$ cat config.mk
export PLATFORM = sky130hd
export DESIGN_NAME = thermal_profile_sequencer_flat
export DESIGN_NICKNAME = d
export VERILOG_FILES = /design/src/tps_pkg.sv /design/src/tps_ifs.sv /design/src/thermal_profile_sequencer.sv /design/src/flat_wrapper.sv
export SDC_FILE = /design/constraint.sdc
export NUM_CORES = 1
export LEC_CHECK = 0
export BUFFER_PORTS_ARGS = -buffer_cell sky130_fd_sc_hd__buf_2
export CAP_MARGIN = 10
export CORE_AREA = 2 2 229 231
export DETAILED_ROUTE_END_ITERATION = 10
export DIE_AREA = 0 0 231 233
export PLACE_DENSITY = 0.62
export REMOVE_ABC_BUFFERS = 1
export SLEW_MARGIN = 25
export SYNTH_ARGS = -nofsm -noshare
export SYNTH_HDL_FRONTEND = slang
export SYNTH_SLANG_ARGS = --single-unit
$ cat constraint.sdc
create_clock -name clock -period 7.82 [get_ports clock]
set_input_delay 0.782 -clock clock [delete_from_list [all_inputs] [get_ports clock]]
set_output_delay 0.782 -clock clock [all_outputs]
set_load 0.01 [all_outputs]
$ cat src/tps_pkg.sv
// ----------------------------------------------------------------------------
// tps_pkg: thermal profile sequencer shared definitions
// Field widths, state codes, operation codes, register indexes and the
// reset values of the sequencer state.
// ----------------------------------------------------------------------------
package tps_pkg;

   // field widths
   localparam int TEMP_W      = 16;
   localparam int OP_W        = 2;
   localparam int MODE_W      = 2;
   localparam int PHASE_W     = 2;
   localparam int CSR_IDX_W   = 3;
   localparam int CSR_DATA_W  = 16;
   localparam int STEP_W      = 15;
   localparam int CNT_W       = 16;
   localparam int SETTLE_W    = 14;
   localparam int HOLD_W      = 23;

   // default tuning, 100 Hz tick base
   localparam int DEF_TICKS_PER_SECOND = 100;
   localparam int DEF_SETTLE_TICKS     = 50;
   localparam int DEF_BAND_WIDTH       = 50;
   localparam int DEF_COOL_TARGET      = 2500;

   // counter limits
   localparam logic [SETTLE_W-1:0] SETTLE_SAT = 14'd10000;
   localparam logic [HOLD_W-1:0]   HOLD_MAX   = 23'h7FFFFF;
   localparam logic [STEP_W-1:0]   STEP_ZERO_SUBST = 15'd100;

   // reset values, 0.01 C units
   localparam logic signed [TEMP_W-1:0] RST_TARGET    = 16'sd6000;
   localparam logic signed [TEMP_W-1:0] RST_STEP_LO   = 16'sd3000;
   localparam logic signed [TEMP_W-1:0] RST_STEP_HI   = 16'sd8000;
   localparam logic signed [TEMP_W-1:0] RST_SETPOINT  = 16'sd2500;
   localparam logic [STEP_W-1:0]        RST_STEP_SIZE = 15'd1000;

   typedef enum logic [OP_W-1:0] {
      OP_TICK     = 2'd0,
      OP_ISO      = 2'd1,
      OP_STEP     = 2'd2,
      OP_SETPOINT = 2'd3
   } op_type;

   typedef enum logic [MODE_W-1:0] {
      MODE_IDLE = 2'd0,
      MODE_ISO  = 2'd1,
      MODE_STEP = 2'd2
   } mode_type;

   typedef enum logic [PHASE_W-1:0] {
      PH_HEAT = 2'd0,
      PH_HOLD = 2'd1,
      PH_COOL = 2'd2
   } phase_type;

   typedef enum logic [CSR_IDX_W-1:0] {
      CSR_CYCLE_COUNT  = 3'd0,
      CSR_HOLD_SECONDS = 3'd1,
      CSR_STEP_START   = 3'd2,
      CSR_STEP_STOP    = 3'd3,
      CSR_STEP_SIZE    = 3'd4
   } csr_idx_type;

endpackage

$ cat src/tps_ifs.sv
// ----------------------------------------------------------------------------
// tps_ifs: thermal profile sequencer channels
// Valid/ready channels for commands, results and register writes.
// ----------------------------------------------------------------------------

// command channel
interface tps_req_if
   import tps_pkg::*;
   ();
   logic                     valid;
   logic                     ready;
   logic [OP_W-1:0]          operation;
   logic signed [TEMP_W-1:0] measured_temp;
   logic signed [TEMP_W-1:0] setpoint_value;

   modport source (output valid, operation, measured_temp, setpoint_value, input ready);
   modport sink   (input valid, operation, measured_temp, setpoint_value, output ready);
endinterface

// result channel
interface tps_rsp_if
   import tps_pkg::*;
   ();
   logic                     valid;
   logic                     ready;
   logic signed [TEMP_W-1:0] setpoint;
   logic [MODE_W-1:0]        mode;
   logic [PHASE_W-1:0]       phase;
   logic                     run_done;

   modport source (output valid, setpoint, mode, phase, run_done, input ready);
   modport sink   (input valid, setpoint, mode, phase, run_done, output ready);
endinterface

// register write channel
interface tps_csr_if
   import tps_pkg::*;
   ();
   logic                  valid;
   logic                  ready;
   logic [CSR_IDX_W-1:0]  index;
   logic [CSR_DATA_W-1:0] data;

   modport source (output valid, index, data, input ready);
   modport sink   (input valid, index, data, output ready);
endinterface

$ cat src/thermal_profile_sequencer.sv
// ----------------------------------------------------------------------------
// thermal_profile_sequencer: heater setpoint sequencer
// Steps isometric and thermal step profiles on measured-temperature ticks.
// ----------------------------------------------------------------------------
// Usage:
//   req_ch carries one command per transfer: a tick with the measured
//   temperature, a start of isometric or step mode, or a setpoint write.
//   Every command yields exactly one transfer on rsp_ch with the setpoint,
//   mode, phase and a run_done flag for the tick that ended a run.
//   csr_ch writes the five profile registers; it is always ready and a write
//   to an index past the list is dropped. Write registers only while idle.
// Result timing and throughput:
//   The result of a command appears on rsp_ch in the cycle after its transfer.
//   One command per cycle is sustained while rsp_ch keeps ready high: the
//   state update is a single pass of compare/add logic, and the result register
//   frees in the same cycle that rsp_ch takes its contents.
// Reset (synchronous, active high):
//   Mode idle, setpoint 25 C, registers at their defaults, rsp_ch empty.
// Stall:
//   While rsp_ch holds an untaken result, req_ch.ready follows rsp_ch.ready,
//   so no result is dropped and commands wait at the input.
// ----------------------------------------------------------------------------
module thermal_profile_sequencer
   import tps_pkg::*;
#(
   parameter int TICKS_PER_SECOND = DEF_TICKS_PER_SECOND,
   parameter int SETTLE_TICKS     = DEF_SETTLE_TICKS,
   parameter int BAND_WIDTH       = DEF_BAND_WIDTH,
   parameter int COOL_TARGET      = DEF_COOL_TARGET
)
(
   input  logic      clock,
   input  logic      reset,
   tps_req_if.sink   req_ch,
   tps_rsp_if.source rsp_ch,
   tps_csr_if.sink   csr_ch
);

   localparam int XW = TEMP_W + 2;
   localparam logic signed [XW-1:0]       BAND_X   = XW'(BAND_WIDTH);
   localparam logic signed [XW-1:0]       COOL_LIM = XW'(COOL_TARGET + BAND_WIDTH);
   localparam logic signed [TEMP_W-1:0]   COOL_SP  = TEMP_W'(COOL_TARGET);
   localparam logic [SETTLE_W-1:0]        SETTLE_N = SETTLE_W'(SETTLE_TICKS);
   localparam logic [31:0]                TPS_32   = 32'(TICKS_PER_SECOND);

   // profile registers
   logic [CNT_W-1:0]         cycle_count_ff;
   logic [CNT_W-1:0]         hold_seconds_ff;
   logic signed [TEMP_W-1:0] step_start_ff;
   logic signed [TEMP_W-1:0] step_stop_ff;
   logic [STEP_W-1:0]        step_size_ff;

   // sequencer state
   mode_type                 mode_ff, mode_in;
   phase_type                phase_ff, phase_in;
   logic [SETTLE_W-1:0]      settle_ff, settle_in;
   logic [HOLD_W-1:0]        hold_ff, hold_in;
   logic [CNT_W-1:0]         cycles_ff, cycles_in;
   logic signed [TEMP_W-1:0] target_ff, target_in;
   logic signed [TEMP_W-1:0] cur_ff, cur_in;
   logic signed [TEMP_W-1:0] lo_ff, lo_in;
   logic signed [TEMP_W-1:0] hi_ff, hi_in;
   logic                     up_ff, up_in;
   logic signed [TEMP_W-1:0] sp_ff, sp_in;
   logic                     done_in;

   // result register
   logic                     rsp_valid_ff;
   logic signed [TEMP_W-1:0] rsp_sp_ff, rsp_sp_in;
   mode_type                 rsp_mode_ff, rsp_mode_in;
   phase_type                rsp_phase_ff, rsp_phase_in;
   logic                     rsp_done_ff;

   logic req_fire;
   op_type op;

   // datapath terms
   logic signed [XW-1:0]     meas_x, sp_x, cur_x, lo_x, hi_x, st_x;
   logic signed [XW-1:0]     d_sp, d_cur, up_raw, dn_raw;
   logic signed [TEMP_W-1:0] up_clamp, dn_clamp;
   logic                     band_sp, band_cur, cool_ok, settle_ok, settled;
   logic [SETTLE_W-1:0]      settle_next;
   logic [31:0]              hold_prod;
   logic [HOLD_W-1:0]        hold_load;
   logic [CNT_W-1:0]         cyc_dec;
   logic                     cyc_last;
   logic [STEP_W-1:0]        st;
   logic signed [TEMP_W-1:0] range_lo, range_hi;

   // handshakes
   assign req_ch.ready = !rsp_valid_ff || rsp_ch.ready;
   assign req_fire     = req_ch.valid && req_ch.ready;
   assign csr_ch.ready = 1'b1;
   assign op           = op_type'(req_ch.operation);

   // register writes
   always_ff @(posedge clock) begin
      if (reset) begin
         cycle_count_ff  <= '0;
         hold_seconds_ff <= '0;
         step_start_ff   <= RST_STEP_LO;
         step_stop_ff    <= RST_STEP_HI;
         step_size_ff    <= RST_STEP_SIZE;
      end else if (csr_ch.valid) begin
         unique case (csr_ch.index)
            CSR_CYCLE_COUNT:  cycle_count_ff  <= csr_ch.data;
            CSR_HOLD_SECONDS: hold_seconds_ff <= csr_ch.data;
            CSR_STEP_START:   step_start_ff   <= csr_ch.data;
            CSR_STEP_STOP:    step_stop_ff    <= csr_ch.data;
            CSR_STEP_SIZE:    step_size_ff    <= csr_ch.data[STEP_W-1:0];
            default: ;
         endcase
      end
   end

   // shared compare, count and step arithmetic
   always_comb begin
      meas_x = {{2{req_ch.measured_temp[TEMP_W-1]}}, req_ch.measured_temp};
      sp_x   = {{2{sp_ff[TEMP_W-1]}}, sp_ff};
      cur_x  = {{2{cur_ff[TEMP_W-1]}}, cur_ff};
      lo_x   = {{2{lo_ff[TEMP_W-1]}}, lo_ff};
      hi_x   = {{2{hi_ff[TEMP_W-1]}}, hi_ff};

      d_sp     = meas_x - sp_x;
      d_cur    = meas_x - cur_x;
      band_sp  = (d_sp <= BAND_X) && (d_sp >= -BAND_X);
      band_cur = (d_cur <= BAND_X) && (d_cur >= -BAND_X);
      cool_ok  = meas_x <= COOL_LIM;

      // settle counter, saturating
      settle_ok = (phase_ff == PH_COOL) ? cool_ok : band_sp;
      if (!settle_ok)
         settle_next = '0;
      else if (settle_ff < SETTLE_SAT)
         settle_next = settle_ff + 1'b1;
      else
         settle_next = settle_ff;
      settled = settle_next >= SETTLE_N;

      // hold length, saturating
      hold_prod = {16'd0, hold_seconds_ff} * TPS_32;
      hold_load = (hold_prod > {9'd0, HOLD_MAX}) ? HOLD_MAX : hold_prod[HOLD_W-1:0];

      // cycle countdown
      cyc_dec  = (cycles_ff != '0) ? cycles_ff - 1'b1 : '0;
      cyc_last = cyc_dec == '0;

      // next step positions, clamped to the range
      st     = (step_size_ff == '0) ? STEP_ZERO_SUBST : step_size_ff;
      st_x   = {3'd0, st};
      up_raw = cur_x + st_x;
      dn_raw = cur_x - st_x;
      if (up_raw > hi_x)      up_clamp = hi_ff;
      else if (up_raw < lo_x) up_clamp = lo_ff;
      else                    up_clamp = up_raw[TEMP_W-1:0];
      if (dn_raw > hi_x)      dn_clamp = hi_ff;
      else if (dn_raw < lo_x) dn_clamp = lo_ff;
      else                    dn_clamp = dn_raw[TEMP_W-1:0];

      // start command normalizes the range order
      if (step_stop_ff < step_start_ff) begin
         range_lo = step_stop_ff;
         range_hi = step_start_ff;
      end else begin
         range_lo = step_start_ff;
         range_hi = step_stop_ff;
      end
   end

   // next state
   always_comb begin
      mode_in   = mode_ff;
      phase_in  = phase_ff;
      settle_in = settle_ff;
      hold_in   = hold_ff;
      cycles_in = cycles_ff;
      target_in = target_ff;
      cur_in    = cur_ff;
      lo_in     = lo_ff;
      hi_in     = hi_ff;
      up_in     = up_ff;
      sp_in     = sp_ff;
      done_in   = 1'b0;

      unique case (op)
         OP_TICK: begin
            priority if (mode_ff == MODE_ISO) begin
               unique case (phase_ff)
                  PH_HEAT: begin
                     settle_in = settle_next;
                     if (settled) begin
                        hold_in  = hold_load;
                        phase_in = PH_HOLD;
                     end
                  end
                  PH_HOLD: begin
                     if (hold_ff != '0) begin
                        hold_in = hold_ff - 1'b1;
                     end else begin
                        sp_in     = COOL_SP;
                        settle_in = '0;
                        phase_in  = PH_COOL;
                     end
                  end
                  default: begin
                     settle_in = settle_next;
                     if (settled) begin
                        cycles_in = cyc_dec;
                        if (cyc_last) begin
                           mode_in = MODE_IDLE;
                           done_in = 1'b1;
                        end else begin
                           sp_in     = target_ff;
                           settle_in = '0;
                           phase_in  = PH_HEAT;
                        end
                     end
                  end
               endcase
            end else if (mode_ff == MODE_STEP) begin
               if (phase_ff != PH_HOLD) begin
                  // approach: one tick in band starts the hold
                  if (band_cur) begin
                     hold_in  = hold_load;
                     phase_in = PH_HOLD;
                  end
               end else if (hold_ff != '0) begin
                  hold_in = hold_ff - 1'b1;
               end else begin
                  phase_in = PH_HEAT;
                  priority if (up_ff && (cur_ff < hi_ff)) begin
                     cur_in = up_clamp;
                  end else if (up_ff) begin
                     up_in  = 1'b0;
                     cur_in = dn_clamp;
                  end else if (cur_ff > lo_ff) begin
                     cur_in = dn_clamp;
                  end else begin
                     // bottom of the walk closes one cycle
                     cycles_in = cyc_dec;
                     if (cyc_last) begin
                        mode_in  = MODE_IDLE;
                        phase_in = phase_ff;
                        done_in  = 1'b1;
                     end else begin
                        up_in  = 1'b1;
                        cur_in = up_clamp;
                     end
                  end
                  if (!done_in) sp_in = cur_in;
               end
            end else begin
               // idle tick: nothing changes
            end
         end
         OP_ISO: begin
            cycles_in = cycle_count_ff;
            settle_in = '0;
            hold_in   = '0;
            target_in = sp_ff;
            phase_in  = PH_HEAT;
            mode_in   = MODE_ISO;
         end
         OP_STEP: begin
            cycles_in = cycle_count_ff;
            lo_in     = range_lo;
            hi_in     = range_hi;
            cur_in    = range_lo;
            up_in     = 1'b1;
            sp_in     = range_lo;
            hold_in   = '0;
            phase_in  = PH_HEAT;
            mode_in   = MODE_STEP;
         end
         default: begin
            sp_in = req_ch.setpoint_value;
         end
      endcase
   end

   // result fields
   always_comb begin
      rsp_sp_in    = sp_in;
      rsp_mode_in  = mode_in;
      rsp_phase_in = (mode_in == MODE_IDLE) ? PH_HEAT : phase_in;
   end

   // state registers
   always_ff @(posedge clock) begin
      if (reset) begin
         mode_ff   <= MODE_IDLE;
         phase_ff  <= PH_HEAT;
         settle_ff <= '0;
         hold_ff   <= '0;
         cycles_ff <= '0;
         target_ff <= RST_TARGET;
         cur_ff    <= RST_STEP_LO;
         lo_ff     <= RST_STEP_LO;
         hi_ff     <= RST_STEP_HI;
         up_ff     <= 1'b1;
         sp_ff     <= RST_SETPOINT;
      end else if (req_fire) begin
         mode_ff   <= mode_in;
         phase_ff  <= phase_in;
         settle_ff <= settle_in;
         hold_ff   <= hold_in;
         cycles_ff <= cycles_in;
         target_ff <= target_in;
         cur_ff    <= cur_in;
         lo_ff     <= lo_in;
         hi_ff     <= hi_in;
         up_ff     <= up_in;
         sp_ff     <= sp_in;
      end
   end

   // result register valid
   always_ff @(posedge clock) begin
      if (reset) begin
         rsp_valid_ff <= 1'b0;
      end else if (req_fire) begin
         rsp_valid_ff <= 1'b1;
      end else if (rsp_ch.ready) begin
         rsp_valid_ff <= 1'b0;
      end
   end

   // result register payload
   always_ff @(posedge clock) begin
      if (req_fire) begin
         rsp_sp_ff    <= rsp_sp_in;
         rsp_mode_ff  <= rsp_mode_in;
         rsp_phase_ff <= rsp_phase_in;
         rsp_done_ff  <= done_in;
      end
   end

   assign rsp_ch.valid    = rsp_valid_ff;
   assign rsp_ch.setpoint = rsp_sp_ff;
   assign rsp_ch.mode     = rsp_mode_ff;
   assign rsp_ch.phase    = rsp_phase_ff;
   assign rsp_ch.run_done = rsp_done_ff;

   // a run end always reports idle
   a_done_idle: assert property (@(posedge clock) disable iff (reset)
      rsp_valid_ff && rsp_done_ff |-> rsp_mode_ff == MODE_IDLE)
      else $error("run_done reported with a running mode");

   // step range stays ordered and the position stays within it
   a_step_range: assert property (@(posedge clock) disable iff (reset)
      (lo_ff <= hi_ff) && (cur_ff >= lo_ff) && (cur_ff <= hi_ff))
      else $error("step position outside of step range");

   // settle counter never passes saturation
   a_settle_sat: assert property (@(posedge clock) disable iff (reset)
      settle_ff <= SETTLE_SAT)
      else $error("settle counter past saturation");

   // start commands enter their mode
   a_start_iso: assert property (@(posedge clock) disable iff (reset)
      req_fire && (op == OP_ISO) |=> mode_ff == MODE_ISO && phase_ff == PH_HEAT)
      else $error("isometric start did not take effect");

   a_start_step: assert property (@(posedge clock) disable iff (reset)
      req_fire && (op == OP_STEP) |=> mode_ff == MODE_STEP && sp_ff == lo_ff)
      else $error("step start did not take effect");

endmodule

$ cat src/flat_wrapper.sv
// flat-port wrapper written by rule: the top's interface ports become plain ports
module thermal_profile_sequencer_flat import tps_pkg::*;
#(
   parameter int TICKS_PER_SECOND = DEF_TICKS_PER_SECOND,
   parameter int SETTLE_TICKS     = DEF_SETTLE_TICKS,
   parameter int BAND_WIDTH       = DEF_BAND_WIDTH,
   parameter int COOL_TARGET      = DEF_COOL_TARGET
)
  (clock, reset, req_ch_valid, req_ch_operation, req_ch_measured_temp, req_ch_setpoint_value, req_ch_ready, rsp_ch_valid, rsp_ch_setpoint, rsp_ch_mode, rsp_ch_phase, rsp_ch_run_done, rsp_ch_ready, csr_ch_valid, csr_ch_index, csr_ch_data, csr_ch_ready);
  tps_req_if req_ch_i ();
  tps_rsp_if rsp_ch_i ();
  tps_csr_if csr_ch_i ();
  input  logic clock;
  input  logic reset;
  input wire logic [$bits(req_ch_i.valid)-1:0] req_ch_valid;
  input wire logic [$bits(req_ch_i.operation)-1:0] req_ch_operation;
  input wire logic [$bits(req_ch_i.measured_temp)-1:0] req_ch_measured_temp;
  input wire logic [$bits(req_ch_i.setpoint_value)-1:0] req_ch_setpoint_value;
  output wire logic [$bits(req_ch_i.ready)-1:0] req_ch_ready;
  output wire logic [$bits(rsp_ch_i.valid)-1:0] rsp_ch_valid;
  output wire logic [$bits(rsp_ch_i.setpoint)-1:0] rsp_ch_setpoint;
  output wire logic [$bits(rsp_ch_i.mode)-1:0] rsp_ch_mode;
  output wire logic [$bits(rsp_ch_i.phase)-1:0] rsp_ch_phase;
  output wire logic [$bits(rsp_ch_i.run_done)-1:0] rsp_ch_run_done;
  input wire logic [$bits(rsp_ch_i.ready)-1:0] rsp_ch_ready;
  input wire logic [$bits(csr_ch_i.valid)-1:0] csr_ch_valid;
  input wire logic [$bits(csr_ch_i.index)-1:0] csr_ch_index;
  input wire logic [$bits(csr_ch_i.data)-1:0] csr_ch_data;
  output wire logic [$bits(csr_ch_i.ready)-1:0] csr_ch_ready;
  assign req_ch_i.valid = req_ch_valid;
  assign req_ch_i.operation = req_ch_operation;
  assign req_ch_i.measured_temp = req_ch_measured_temp;
  assign req_ch_i.setpoint_value = req_ch_setpoint_value;
  assign req_ch_ready = req_ch_i.ready;
  assign rsp_ch_valid = rsp_ch_i.valid;
  assign rsp_ch_setpoint = rsp_ch_i.setpoint;
  assign rsp_ch_mode = rsp_ch_i.mode;
  assign rsp_ch_phase = rsp_ch_i.phase;
  assign rsp_ch_run_done = rsp_ch_i.run_done;
  assign rsp_ch_i.ready = rsp_ch_ready;
  assign csr_ch_i.valid = csr_ch_valid;
  assign csr_ch_i.index = csr_ch_index;
  assign csr_ch_i.data = csr_ch_data;
  assign csr_ch_ready = csr_ch_i.ready;
  thermal_profile_sequencer #(.TICKS_PER_SECOND(TICKS_PER_SECOND), .SETTLE_TICKS(SETTLE_TICKS), .BAND_WIDTH(BAND_WIDTH), .COOL_TARGET(COOL_TARGET)) u_core (.clock(clock), .reset(reset), .req_ch(req_ch_i), .rsp_ch(rsp_ch_i), .csr_ch(csr_ch_i));
endmodule
; Word level (Yosys, flattened, before mapping)
; Cells that the tools add are included.
[totals]
in_bits = 58
ff_bits = 239
word_cells = 209
[op_classes]
reduce_logical = 32
eq_ne = 29
muxes = 105
multipliers = 1
order_cmp = 14
n_addsub = 7
[op_table]
columns = operator, count
row1 = 16-bit 2-to-1 mux, 32
row2 = 23-bit 2-to-1 mux, 6
row3 = 16-bit case mux with 2 select lines, 3
row4 = 23-bit case mux with 2 select lines, 2
row5 = 14-bit 2-to-1 mux, 6
row6 = 14-bit case mux with 2 select lines, 2
row7 = 16-bit by 16-bit subtractor with 17-bit output, 3
row8 = 16-bit case mux with 3 select lines, 1
row9 = 2-bit 2-to-1 mux, 22
row10 = 18-bit by 7-bit greater-or-equal comparator with 1-bit output (second input constant), 2
row11 = 18-bit by 7-bit less-or-equal comparator with 1-bit output (second input constant), 2
row12 = 17-bit by 16-bit greater-than comparator with 1-bit output, 2
row13 = 17-bit by 16-bit less-than comparator with 1-bit output, 2
row14 = 16-bit less-than comparator, 2
row15 = 1-bit 2-to-1 mux, 26
row16 = 23-bit nonzero test, 1
row17 = 23-bit by 1-bit subtractor with 23-bit output (second input constant), 1
row18 = 16-bit by 5-bit multiplier with 21-bit output (second input constant), 1
row19 = 16-bit by 16-bit adder with 17-bit output, 1
row20 = 16-bit greater-than comparator, 1
row21 = 16-bit by 13-bit less-or-equal comparator with 1-bit output (second input constant), 1
row22 = 16-bit logical NOT, 1
row23 = 16-bit nonzero test, 1
row24 = 16-bit by 1-bit subtractor with 16-bit output (second input constant), 1
row25 = other kinds (33), 66

; Logic depth before layout (Yosys ltp)
; Gate-level depths: netlist of run 1.
[logic_depth]
ltp_word = 18
ltp_mapped = 26
depth_no_buf = 25

; Worst setup path after synthesis of run 1
; OpenSTA, ideal clock, no wires.
[synth_path]
path_kind = register to register
from = register u_core.step_size_ff[3]
to = register u_core.rsp_sp_ff[12], in the netlist u_core.rsp_ch.setpoint[12], data pin
arrival_ps = 5221
setup_time_ps = 276
path_stages_with_launch = 25
slack_ps = 2323
t_required_ps = 7544
cell_sequence = dfxtp_1 nor4_1 nand4_1 nand2b_1 ha_1 clkbuf_1 inv_1 o311ai_0 a21oi_1 a311o_1 a31oi_1 nor2_1 nor2_1 nor2b_1 o21ai_0 ha_1 and4_1 and2_0 a311oi_1 clkbuf_1 nor2_1 a221oi_1 a21boi_0 a221oi_1 a21boi_0
[synth_between]
elab_chain_len = 16
word_cells_on_any_way = 22
[synth_lines]
columns = item, line
row1 = from (decl), thermal_profile_sequencer.sv:51  ; logic [STEP_W-1:0] step_size_ff;
row2 = from (signal assigned), thermal_profile_sequencer.sv:110  ; CSR_STEP_SIZE: step_size_ff <= csr_ch.data[STEP_W-1:0];
row3 = 15-bit logical NOT, thermal_profile_sequencer.sv:149  ; st = (step_size_ff == '0) ? STEP_ZERO_SUBST : step_size_ff;
row4 = 15-bit 2-to-1 mux (*), thermal_profile_sequencer.sv:149
row5 = 16-bit by 16-bit adder with 17-bit output, thermal_profile_sequencer.sv:151  ; up_raw = cur_x + st_x;
row6 = 17-bit by 16-bit less-than comparator with 1-bit output, thermal_profile_sequencer.sv:154  ; else if (up_raw < lo_x) up_clamp = lo_ff;
row7 = 16-bit 2-to-1 mux, thermal_profile_sequencer.sv:154
row8 = 16-bit 2-to-1 mux, thermal_profile_sequencer.sv:153  ; if (up_raw > hi_x) up_clamp = hi_ff;
row9 = 16-bit 2-to-1 mux, thermal_profile_sequencer.sv:241  ; if (cyc_last) begin
row10 = 16-bit 2-to-1 mux, thermal_profile_sequencer.sv:236  ; end else if (cur_ff > lo_ff) begin
row11 = 16-bit 2-to-1 mux, thermal_profile_sequencer.sv:233  ; end else if (up_ff) begin
row12 = 16-bit 2-to-1 mux (*), thermal_profile_sequencer.sv:231  ; priority if (up_ff && (cur_ff < hi_ff)) begin
row13 = 16-bit 2-to-1 mux (*), thermal_profile_sequencer.sv:250  ; if (!done_in) sp_in = cur_in;
row14 = 16-bit 2-to-1 mux (*), thermal_profile_sequencer.sv:227  ; end else if (hold_ff != '0) begin
row15 = 16-bit 2-to-1 mux (*), thermal_profile_sequencer.sv:221  ; if (phase_ff != PH_HOLD) begin
row16 = 16-bit 2-to-1 mux (*), thermal_profile_sequencer.sv:220  ; end else if (mode_ff == MODE_STEP) begin
row17 = 16-bit 2-to-1 mux (*), thermal_profile_sequencer.sv:187  ; priority if (mode_ff == MODE_ISO) begin
row18 = 16-bit case mux with 3 select lines (*), thermal_profile_sequencer.sv:185  ; unique case (op)
row19 = net u_core.rsp_sp_in[12], thermal_profile_sequencer.sv:69  ; logic signed [TEMP_W-1:0] rsp_sp_ff, rsp_sp_in;
row20 = to (signal assigned), thermal_profile_sequencer.sv:331  ; rsp_sp_ff <= rsp_sp_in;
row21 = to (decl), thermal_profile_sequencer.sv:69
; The timed path passes the listed nets; every way through them passes the cells marked *.
; A chain may end at the register's enable or synchronous reset.

; Worst setup path in the final report of run 1
[layout_path]
from = register u_core.step_size_ff[11]
to = register u_core.rsp_sp_ff[11], in the netlist u_core.rsp_ch.setpoint[11], data pin
; The elaborated chain is that of the path after synthesis.

==> metrics.txt, run 1 <==
vias in the first global route 18500; cts repair resizes 0; Area growth syn-to-layout 9.84%; Fmax 0.151 GHz; DRT iter0 DRCs 1716; Starting Density 0.400; Mapped Area 20400 µm²; HP Class in -> reg; Via Count 20100; yosys warns 0; mean routed wirelength per cell 21.0 µm; final setup TNS 0 ns; IO Port Bufs 80; Congestion Overflow GR 0; first-pass GRT wire length about 110 mm; Pre-antenna DRT Iters 6; final-stage net count roughly 3000; diode count 0; final setup vio count 0; GPL Wtd Cong 0.967; Die ar. 53800 µm²; DRT Wirelength 71.2 mm; clk_lat worst skew about 0.62 ns; final core occ 0.439; synth cell count leaders 369 x nand2_1, 243 x ha_1, 218 x dfxtp_1; CP required 8.15 ns; Worst EP arrival 6.94 ns; Die Span Y between 200 and 250 µm; EDFF count, synth 21; maxcap violations 0; P per Cell Area approximately 190 nW/µm²; CP Class reg -> reg; outcome finished clean; RSZ-0062 raised after global routing no; CTS tree done; Inserted Clock Buffers 30; FP Rows 83; root buffer selected by CTS clkbuf_16; Worst-path clk slew 0.06 ns; Sink Count 239; Worst-Margin Slew 1.09 ns; chip width ~230 µm; final hold viol count 0; post-CTS setup buffers 0; Synth top area share 0.214; Total GRT Usage 0.257; most common cell in the synthesized netlist nand2_1; core footprint 51100 µm²; VDD IR max 0.188 mV; crit share post-route 0.846; Lkg Pwr 0.00943 µW; H-tree depth 1; Netlist cell types 92; Mapped Avg Cell Area 7.60 µm²; DR DRC count 0; largest net degree at the start of global routing 140; Hold-fix buffers, CTS 0; Area contributors post-synth dfxtp_1 21%, ha_1 15%, nand2_1 6.8%; Pins Over Slew Limit 0; Main synth FF type dfxtp_1; Async SR Flop Fraction 0; fin area between 20000 and 25000 µm²; CTS max path bufs 3; Max-Slew Margin vs Limit 0.277; post-DP HPWL 55.1 mm; Critical Path Sink Type register; DR vias/cell ~5.9; Mapped Cells 2686; post-route minimum period 6.61 ns; post-synth top area cell dfxtp_1; Worst Skew 0.0542 ns; post-synthesis sequential area ratio 0.245; layout cells sized above 1 0.0782; placed cell areas approximately 21000 µm²; num ports slightly above 80; initial antenna violation count 3; startpoint types register; #FFs+latches synth 239; Post-DRT Antenna Nets 0; CP max FO 12
-- cell usage in the layout, fill, tap and decap left out, types with 21 or more instances in the layout --
cell | netlist | final
nand2_1 | 369 | 368
mux2i_1 | 54 | 54
ha_1 | 243 | 243
nor4_1 | 27 | 26
nor3_1 | 60 | 60
xor2_1 | 27 | 27
nor2b_1 | 23 | 22
edfxtp_1 | 21 | 21
or3_1 | 33 | 33
xnor2_1 | 43 | 43
buf_4 | 1 | 23
o21a_1 | 22 | 22
o211ai_1 | 68 | 68
nor2_1 | 215 | 212
buf_2 | 8 | 79
o22ai_1 | 26 | 25
o21ai_0 | 126 | 126
inv_1 | 207 | 207
a31oi_1 | 21 | 21
and3_1 | 23 | 23
dfxtp_1 | 218 | 218
nand2b_1 | 38 | 38
nand3_1 | 78 | 78
a21oi_1 | 200 | 200
a21o_1 | 37 | 37
nand4_1 | 24 | 24
clkbuf_16 | 0 | 30
a211oi_1 | 57 | 57
-- flip-flops by register name, summed over array words and instances, names as in the netlist --
signal / count
u_core.cur_ff: 16
u_core.cycle_count_ff: 16
u_core.cycles_ff: 16
u_core.hi_ff: 16
u_core.hold_ff: 23
u_core.hold_seconds_ff: 16
u_core.lo_ff: 16
u_core.mode_ff: 2
u_core.phase_ff: 2
u_core.rsp_ch.mode: 2
u_core.rsp_ch.phase: 2
u_core.rsp_ch.run_done: 1
u_core.rsp_ch.setpoint: 16
u_core.rsp_ch.valid: 1
u_core.settle_ff: 14
u_core.sp_ff: 16
u_core.step_size_ff: 15
u_core.step_start_ff: 16
u_core.step_stop_ff: 16
u_core.target_ff: 16
u_core.up_ff: 1
-- area by class of cell --
cell class	instances	area (µm²)
Clock buffer	42	866
Clock inverter	14	160
Sequential cell	239	4990
Timing Repair Buffer	104	599
Tap cell	680	851
Inverter	211	792
Multi-Input combinational cell	2101	14200
Fill cell	5229	28700
-- metal layers --
metal	part of all wire	vias up	routed length (µm)	track usage
met1	0.45	9632	32200	0.346
met3	0.055	112	3930	0.0314
met2	0.46	631	33100	0.431
met5	0.00035	-	25	0
li1	-	9711	-	-
met4	0.029	4	2040	0.0708
-- worst max-delay path: stages, from the launching register on --
cell	delay [ns]
dfxtp_1	0.33
nor3_1	0.39
nand4_1	0.20
nand2b_1	0.15
ha_1	0.26
inv_1	0.11
o311ai_0	0.47
a21oi_1	0.18
a311o_1	0.42
a31oi_1	0.17
nor2_1	0.06
nor2_1	0.16
xnor2_1	0.28
ha_1	0.35
a21o_1	0.19
a211oi_1	0.35
o211ai_1	0.15
nor3_1	0.22
o22ai_1	0.38
inv_1	0.37
mux2_2	0.37
o221ai_1	0.33
nor2_1	0.09
a311oi_1	0.30
nor2_1	0.08
-- worst paths after layout --
check                                              start  cells after the start  slack (ns)                         end
worst min register to register  u_core.cycle_count_ff[9]                      2        0.45    u_core.cycle_count_ff[9]
worst min-delay path                        req_ch_valid                      3        0.41         u_core.rsp_ch.valid
worst max register to register   u_core.step_size_ff[11]                     24        1.21  u_core.rsp_ch.setpoint[11]
worst max-delay path             u_core.step_size_ff[11]                     24        1.21  u_core.rsp_ch.setpoint[11]
-- report_power, final --
group	internal [µW]	total [µW]	switching, µW
Combinational	527	1440	912
Sequential	1290	1350	63.8
Clock	842	1440	599
Total	2660	4230	1570
-- logic make-up after synthesis --
group / count (synthesis) / share of synthesized area
buffers and inverters: 346 / 0.0650
multiplexers: 62 / 0.0309
flip-flops: 239 / 0.245
AO/OA/AOI/OAI: 754 / 0.248
adder cells (fa/ha/maj): 258 / 0.164
AND/OR/NAND/NOR: 956 / 0.218
other: 1 / 0.000184
XOR/XNOR: 70 / 0.0300
-- through the flow --
step | worst slack, ns | power, µW | hold slack (ns) | cells
floorplan | 1.50 | 2310 | 0.425 | 2551
global placement | 1.18 | 2760 | 0.439 | 3334
detailed placement | 1.38 | 2780 | 0.444 | 3335
CTS | 1.36 | 4220 | 0.386 | 3391
global route | 0.605 | 4420 | 0.403 | 3391
finish | 1.21 | 4230 | 0.408 | 3391
Power figures use the tool's default switching activity.
==> run 2: changes to the inputs <==
ABC_AREA = 1   (was not set)
CORE_AREA = 2 2 234 236   (was 2 2 229 231)
DIE_AREA = 0 0 236 238   (was 0 0 231 233)
clock period = 6.6 ns   (was 7.82 ns; I/O delays follow)
==> metrics.txt, run 2 <==
num ports 82; first-pass GRT wire length 111 mm; Inserted Clock Buffers 29; EDFF count, synth 21; startpoint types register; CP required 6.91 ns; final core occ 0.434; Fmax between 0.15 and 0.2 GHz; initial antenna violation count 0; Worst Path Buf+Inv 6; layout cells sized above 1 0.0673; Synth top area share 0.205; Slowest-stage cell, CP inv_1; largest net degree at the start of global routing 80; Synth Area in Simple Gates 0.256; Pre-antenna DRT Iters 6; Post-DRT Antenna Nets 0; CP max stage delay 0.68 ns; final-stage net count 3575; Area contributors post-synth dfxtp_1 20%, ha_1 14%, nand2_1 13%; DRT iter0 DRCs 1699; post-CTS setup buffers 0; Die Span Y 238 µm; final setup vio count 0; DR DRC count 0; synth cell count leaders 716 x nand2_1, 462 x inv_1, 342 x a21oi_1; P per Cell Area 241 nW/µm²; most frequent cells in the layout 715 x nand2_1, 460 x inv_1, 342 x a21oi_1; Starting Density 0.398; core footprint between 50000 and 60000 µm²; Via Count 21400; Sink Count between 200 and 250; IO Port Bufs 80; post-synth top area cell dfxtp_1; Max-Slew Margin vs Limit 0.304; mux cell area share after synthesis 0; crit share post-route 0.915; final hold viol count 0; Main synth FF type dfxtp_1; DR vias/cell 5.38; Pins Over Slew Limit 0; commonest non-fill, non-tap cell in the layout nand2_1; critical path's top delay family simple AND/OR/NAND/NOR gates; post-route minimum period 6.04 ns; Mapped Avg Cell Area 6.56 µm²; Worst EP arrival approximately 6.4 ns; Mapped Area between 20000 and 25000 µm²; Lkg Pwr 0.0112 µW; root buffer selected by CTS clkbuf_16; post-synthesis compound-gate area fraction 0.212; Worst-path clk slew 0.06 ns; yosys warns 0; #FFs+latches synth approximately 240; max reg flops 23; RSZ-0062 raised after global routing no; Worst Skew 0.0278 ns; DRT Wirelength 70.7 mm; vias in the first global route between 15000 and 20000; Netlist cell types 62; diode count 0; mean routed wirelength per cell 17.8 µm; Total GRT Usage 0.247; outcome finished clean; Congestion Overflow GR 0; CP Class reg -> reg; H-tree depth 1; Die ar. about 56000 µm²; largest family of logic cells by synthesized area simple AND/OR/NAND/NOR gates; Mapped Cells 3250; xor/xnor share of the synthesized area 0.0300; HP Class in -> reg; chip width 236 µm; FP Rows 85; Crit path top cell by count nand2_1; Adder-Cell Fraction of Synth Area 0.157; CP max FO 30; clk_lat worst skew 0.59 ns; final setup TNS 0 ns; CTS tree done; Area growth syn-to-layout 8.85%; post-DP HPWL approximately 54 mm; Critical Path Sink Type register; CTS max path bufs 3; Async SR Flop Fraction 0; Largest Register u_core.hold_ff; most common cell in the synthesized netlist nand2_1; Worst-Margin Slew 1.03 ns; maxcap violations 0; VDD IR max 0.182 mV; GPL Wtd Cong 1.01; post-synthesis sequential area ratio 0.234
run 2: where the power goes:
part | internal (µW) | leakage (µW) | switching, µW
clock | 979 | 0.000480 | 678
combinational | 730 | 0.00873 | 1570
sequential | 1550 | 0.00199 | 78.1
total | 3260 | 0.0112 | 2330
run 2: what timing repair did:
| item | in CTS | in global routing |
|---|---|---|
| resized for setup | 0 | 2 |
| hold endpoints to repair | 0 | 0 |
| hold buffers | 0 | 0 |
| endpoints found under the setup margin | 0 | 26 |
run 2: area by class of cell:
| type | count | area [µm²] |
|---|---|---|
| clock buffers | 44 | 863 |
| clock inverters | 10 | 114 |
| fillers | 5756 | 30300 |
| inverters | 481 | 1820 |
| multi-input cells | 2406 | 14000 |
| flip-flops and latches | 239 | 4990 |
| well taps | 696 | 871 |
| repair buffers | 102 | 566 |
run 2: cells by family (layout without fill, tap and decap cells):
logic type      count (synthesis)  after routing
flops                         239            239
buf+inv                       605            637
simple gates                 1268           1268
xor+xnor                       73             73
other cells                     1              1
fa+ha+maj                     258            258
compound gates                806            806
run 2: path summary, 6_finish.rpt:
path | startpoint | end | slack [ns] | cells after the start
hold / removal | rsp_ch_ready | u_core.rsp_ch.valid | 0.39 | 4
setup reg to reg | u_core.step_size_ff[8] | u_core.rsp_ch.setpoint[8] | 0.56 | 33
hold reg to reg | u_core.target_ff[15] | u_core.target_ff[15] | 0.46 | 2
setup / recovery | u_core.step_size_ff[8] | u_core.rsp_ch.setpoint[8] | 0.56 | 33
run 2: tightest hold or removal path: cells and delay by family:
kind	cells	cell delay, ns
buffers and inverters	2	0.10
and+or+nand+nor	1	0.09
AOI/OAI and AO/OA	1	0.07
run 2: routing by layer:
metal | vias to the layer above | global-route usage | wire, µm
li1 | 10800 | - | -
met1 | 9839 | 0.320 | 31100
met2 | 571 | 0.422 | 32800
met3 | 140 | 0.0268 | 3910
met4 | 0 | 0.0952 | 2960
met5 | - | 0 | 0
run 2: through the flow:
stage | hold slack (ns) | setup WS [ns] | total power, µW | std cells | cell area, µm²
after detailed placement | 0.449 | 0.561 | 3900 | 3924 | 22200
after global placement | 0.446 | 0.730 | 3900 | 3924 | 22200
after floorplan | 0.432 | 1.64 | 3220 | 3126 | 20800
after global routing | 0.384 | 0.0467 | 5970 | 3978 | 23200
final | 0.393 | 0.563 | 5580 | 3978 | 23200
after CTS | 0.362 | 0.532 | 5570 | 3978 | 23200
==> run 3: changes to the inputs <==
BUFFER_PORTS_ARGS = not set   (was -buffer_cell sky130_fd_sc_hd__buf_2)
DONT_BUFFER_PORTS = 1   (was not set)
PLACE_DENSITY = 0.61   (was 0.62)
==> metrics.txt, run 3 (synthesized netlist as in run 2, its figures left out) <==
r2r worst-path depth 35; post-route minimum period 5.95 ns; P per Cell Area between 200 and 250 nW/µm²; Lkg Pwr 0.0109 µW; DR vias/cell 5.41; H-tree depth 1; IO Port Bufs 0; post-CTS setup buffers 0; CTS tree done; CP required 6.92 ns; Via Count 21100; maxcap violations 0; Area growth syn-to-layout 7.23%; Worst-path clk slew about 0.06 ns; Sink Count 239; largest net degree at the start of global routing 92; Worst Skew 0.0163 ns; Non-Filler Instances 3896; Pins Over Slew Limit 0; max reg flops 23; Pre-antenna DRT Iters 6; initial antenna violation count 0; grt met3 use 0.0302; final setup TNS 0 ns; Largest Register u_core.hold_ff; mean routed wirelength per cell approximately 18 µm; root buffer selected by CTS clkbuf_16; fill count 5702; most frequent cells in the layout 715 x nand2_1, 459 x inv_1, 342 x a21oi_1; Die Span Y between 200 and 250 µm; Worst-Margin Slew 1.03 ns; VDD IR max 0.198 mV; final setup vio count 0; clk_lat worst skew 0.58 ns; first-pass GRT wire length 111 mm; commonest non-fill, non-tap cell in the layout nand2_1; Starting Density 0.398; DRT Wirelength 70.9 mm; Slowest-stage cell, CP nand2_1; Crit Reg-Reg Endpoint u_core.rsp_ch.setpoint[8]; DRT iter0 DRCs 1626; Congestion Overflow GR 0; Inserted Clock Buffers 30; Hold EP u_core.hold_ff[18]; post-DP HPWL 53.6 mm; PnR worst setup slack 0.655 ns; Critical Path Sink Type register; R2R Path Start u_core.step_size_ff[1]; GR peak layer met2; CP max FO 19; num ports between 80 and 90; FP Rows 85; Global Route met1 Usage 0.321; Post-DRT Antenna Nets 0; final-stage net count 3492; GPL Wtd Cong 0.960; layout cells sized above 1 0.0456; final hold viol count 0; outcome finished clean; dpl ws 0.645 ns; core footprint 53500 µm²; startpoint types register; Crit path top cell by count nand2_1; CP Class reg -> reg; HP Class in -> reg; Total GRT Usage 0.248; RSZ-0062 raised after global routing no; Hold Path Origin reset; vias in the first global route 19700; DR DRC count 0; placed cell areas around 22000 µm²; DP Cell Count 3840; fin area 22900 µm²; crit share post-route 0.901; CP max stage delay about 0.39 ns; Fmax 0.168 GHz; Worst R2R Setup Slack around 0.65 ns; Max-Slew Margin vs Limit 0.308; Pwr Total 5660 µW; GRT met2 Usage 0.419; Die ar. ~56000 µm²; diode count 0; Worst Hold Depth 1; chip width 236 µm; Worst EP arrival 6.26 ns; CTS max path bufs 3
run 3: changes by cell type in the layout (fill, tap and decap cells not counted), moves of 2 or more:
cell	previous run	this run
buf_2	80	0
buf_4	22	18
clkinv_2	4	8
bufinv_16	2	5
clkbuf_1	8	5
inv_2	11	13
run 3: per-stage QoR:
step	hold slack (ns)	util
floorplan	0.432	-
global placement	0.443	0.407
detailed placement	0.450	0.407
CTS	0.138	0.427
global route	0.137	0.427
finish	0.169	0.427
run 3: final cells by class:
type	instances	area, µm²	area share
clock buffer	41	863	0.0378
clock inverter	15	208	0.00909
inverter	481	1820	0.0795
multi-input combinational	2406	14000	0.611
sequential	239	4990	0.219
tap	696	871	0.0381
timing repair buffer	18	135	0.00591
run 3: critical path, delay by kind of cell (launching register included):
family	cells	cell delay, ns
AO/OA/AOI/OAI	5	0.71
buffers and inverters	5	0.73
flip-flops	1	0.34
adder cells (fa/ha/maj)	2	0.57
AND/OR/NAND/NOR	23	3.35
run 3: power breakdown:
part           leakage [µW]  internal, µW  switching (µW)
Sequential          0.00199          1550            85.0
Combinational       0.00839           708            1520
Clock              0.000534          1110             694
Total                0.0109          3360            2300
run 3: how the worst max path moves through the flow:
stage / cells past startpoint / slack [ns] / endpoint / from
finish: 35 / 0.65 / u_core.rsp_ch.setpoint[8] / u_core.step_size_ff[1]
global route: 35 / 0.06 / u_core.rsp_ch.setpoint[9] / u_core.step_size_ff[0]
CTS: 35 / 0.58 / u_core.rsp_ch.setpoint[9] / u_core.step_size_ff[8]
detailed placement: 35 / 0.64 / u_core.rsp_ch.setpoint[0] / u_core.step_size_ff[8]
global placement: 35 / 0.82 / u_core.rsp_ch.setpoint[0] / u_core.step_size_ff[8]
floorplan: 33 / 1.64 / u_core.rsp_ch.setpoint[2] / u_core.step_size_ff[1]
run 3: routing by layer:
metal	part of all wire	vias up	wire (µm)
met2	0.46	659	32400
met1	0.44	9593	31200
met4	0.042	0	2970
li1	-	10700	-
met5	0	-	0
met3	0.060	155	4280
run 3: what timing repair did:
action | CTS | global route
setup endpoints to repair | 0 | 25
gates resized for setup | 0 | 3
hold buffers | 0 | 0
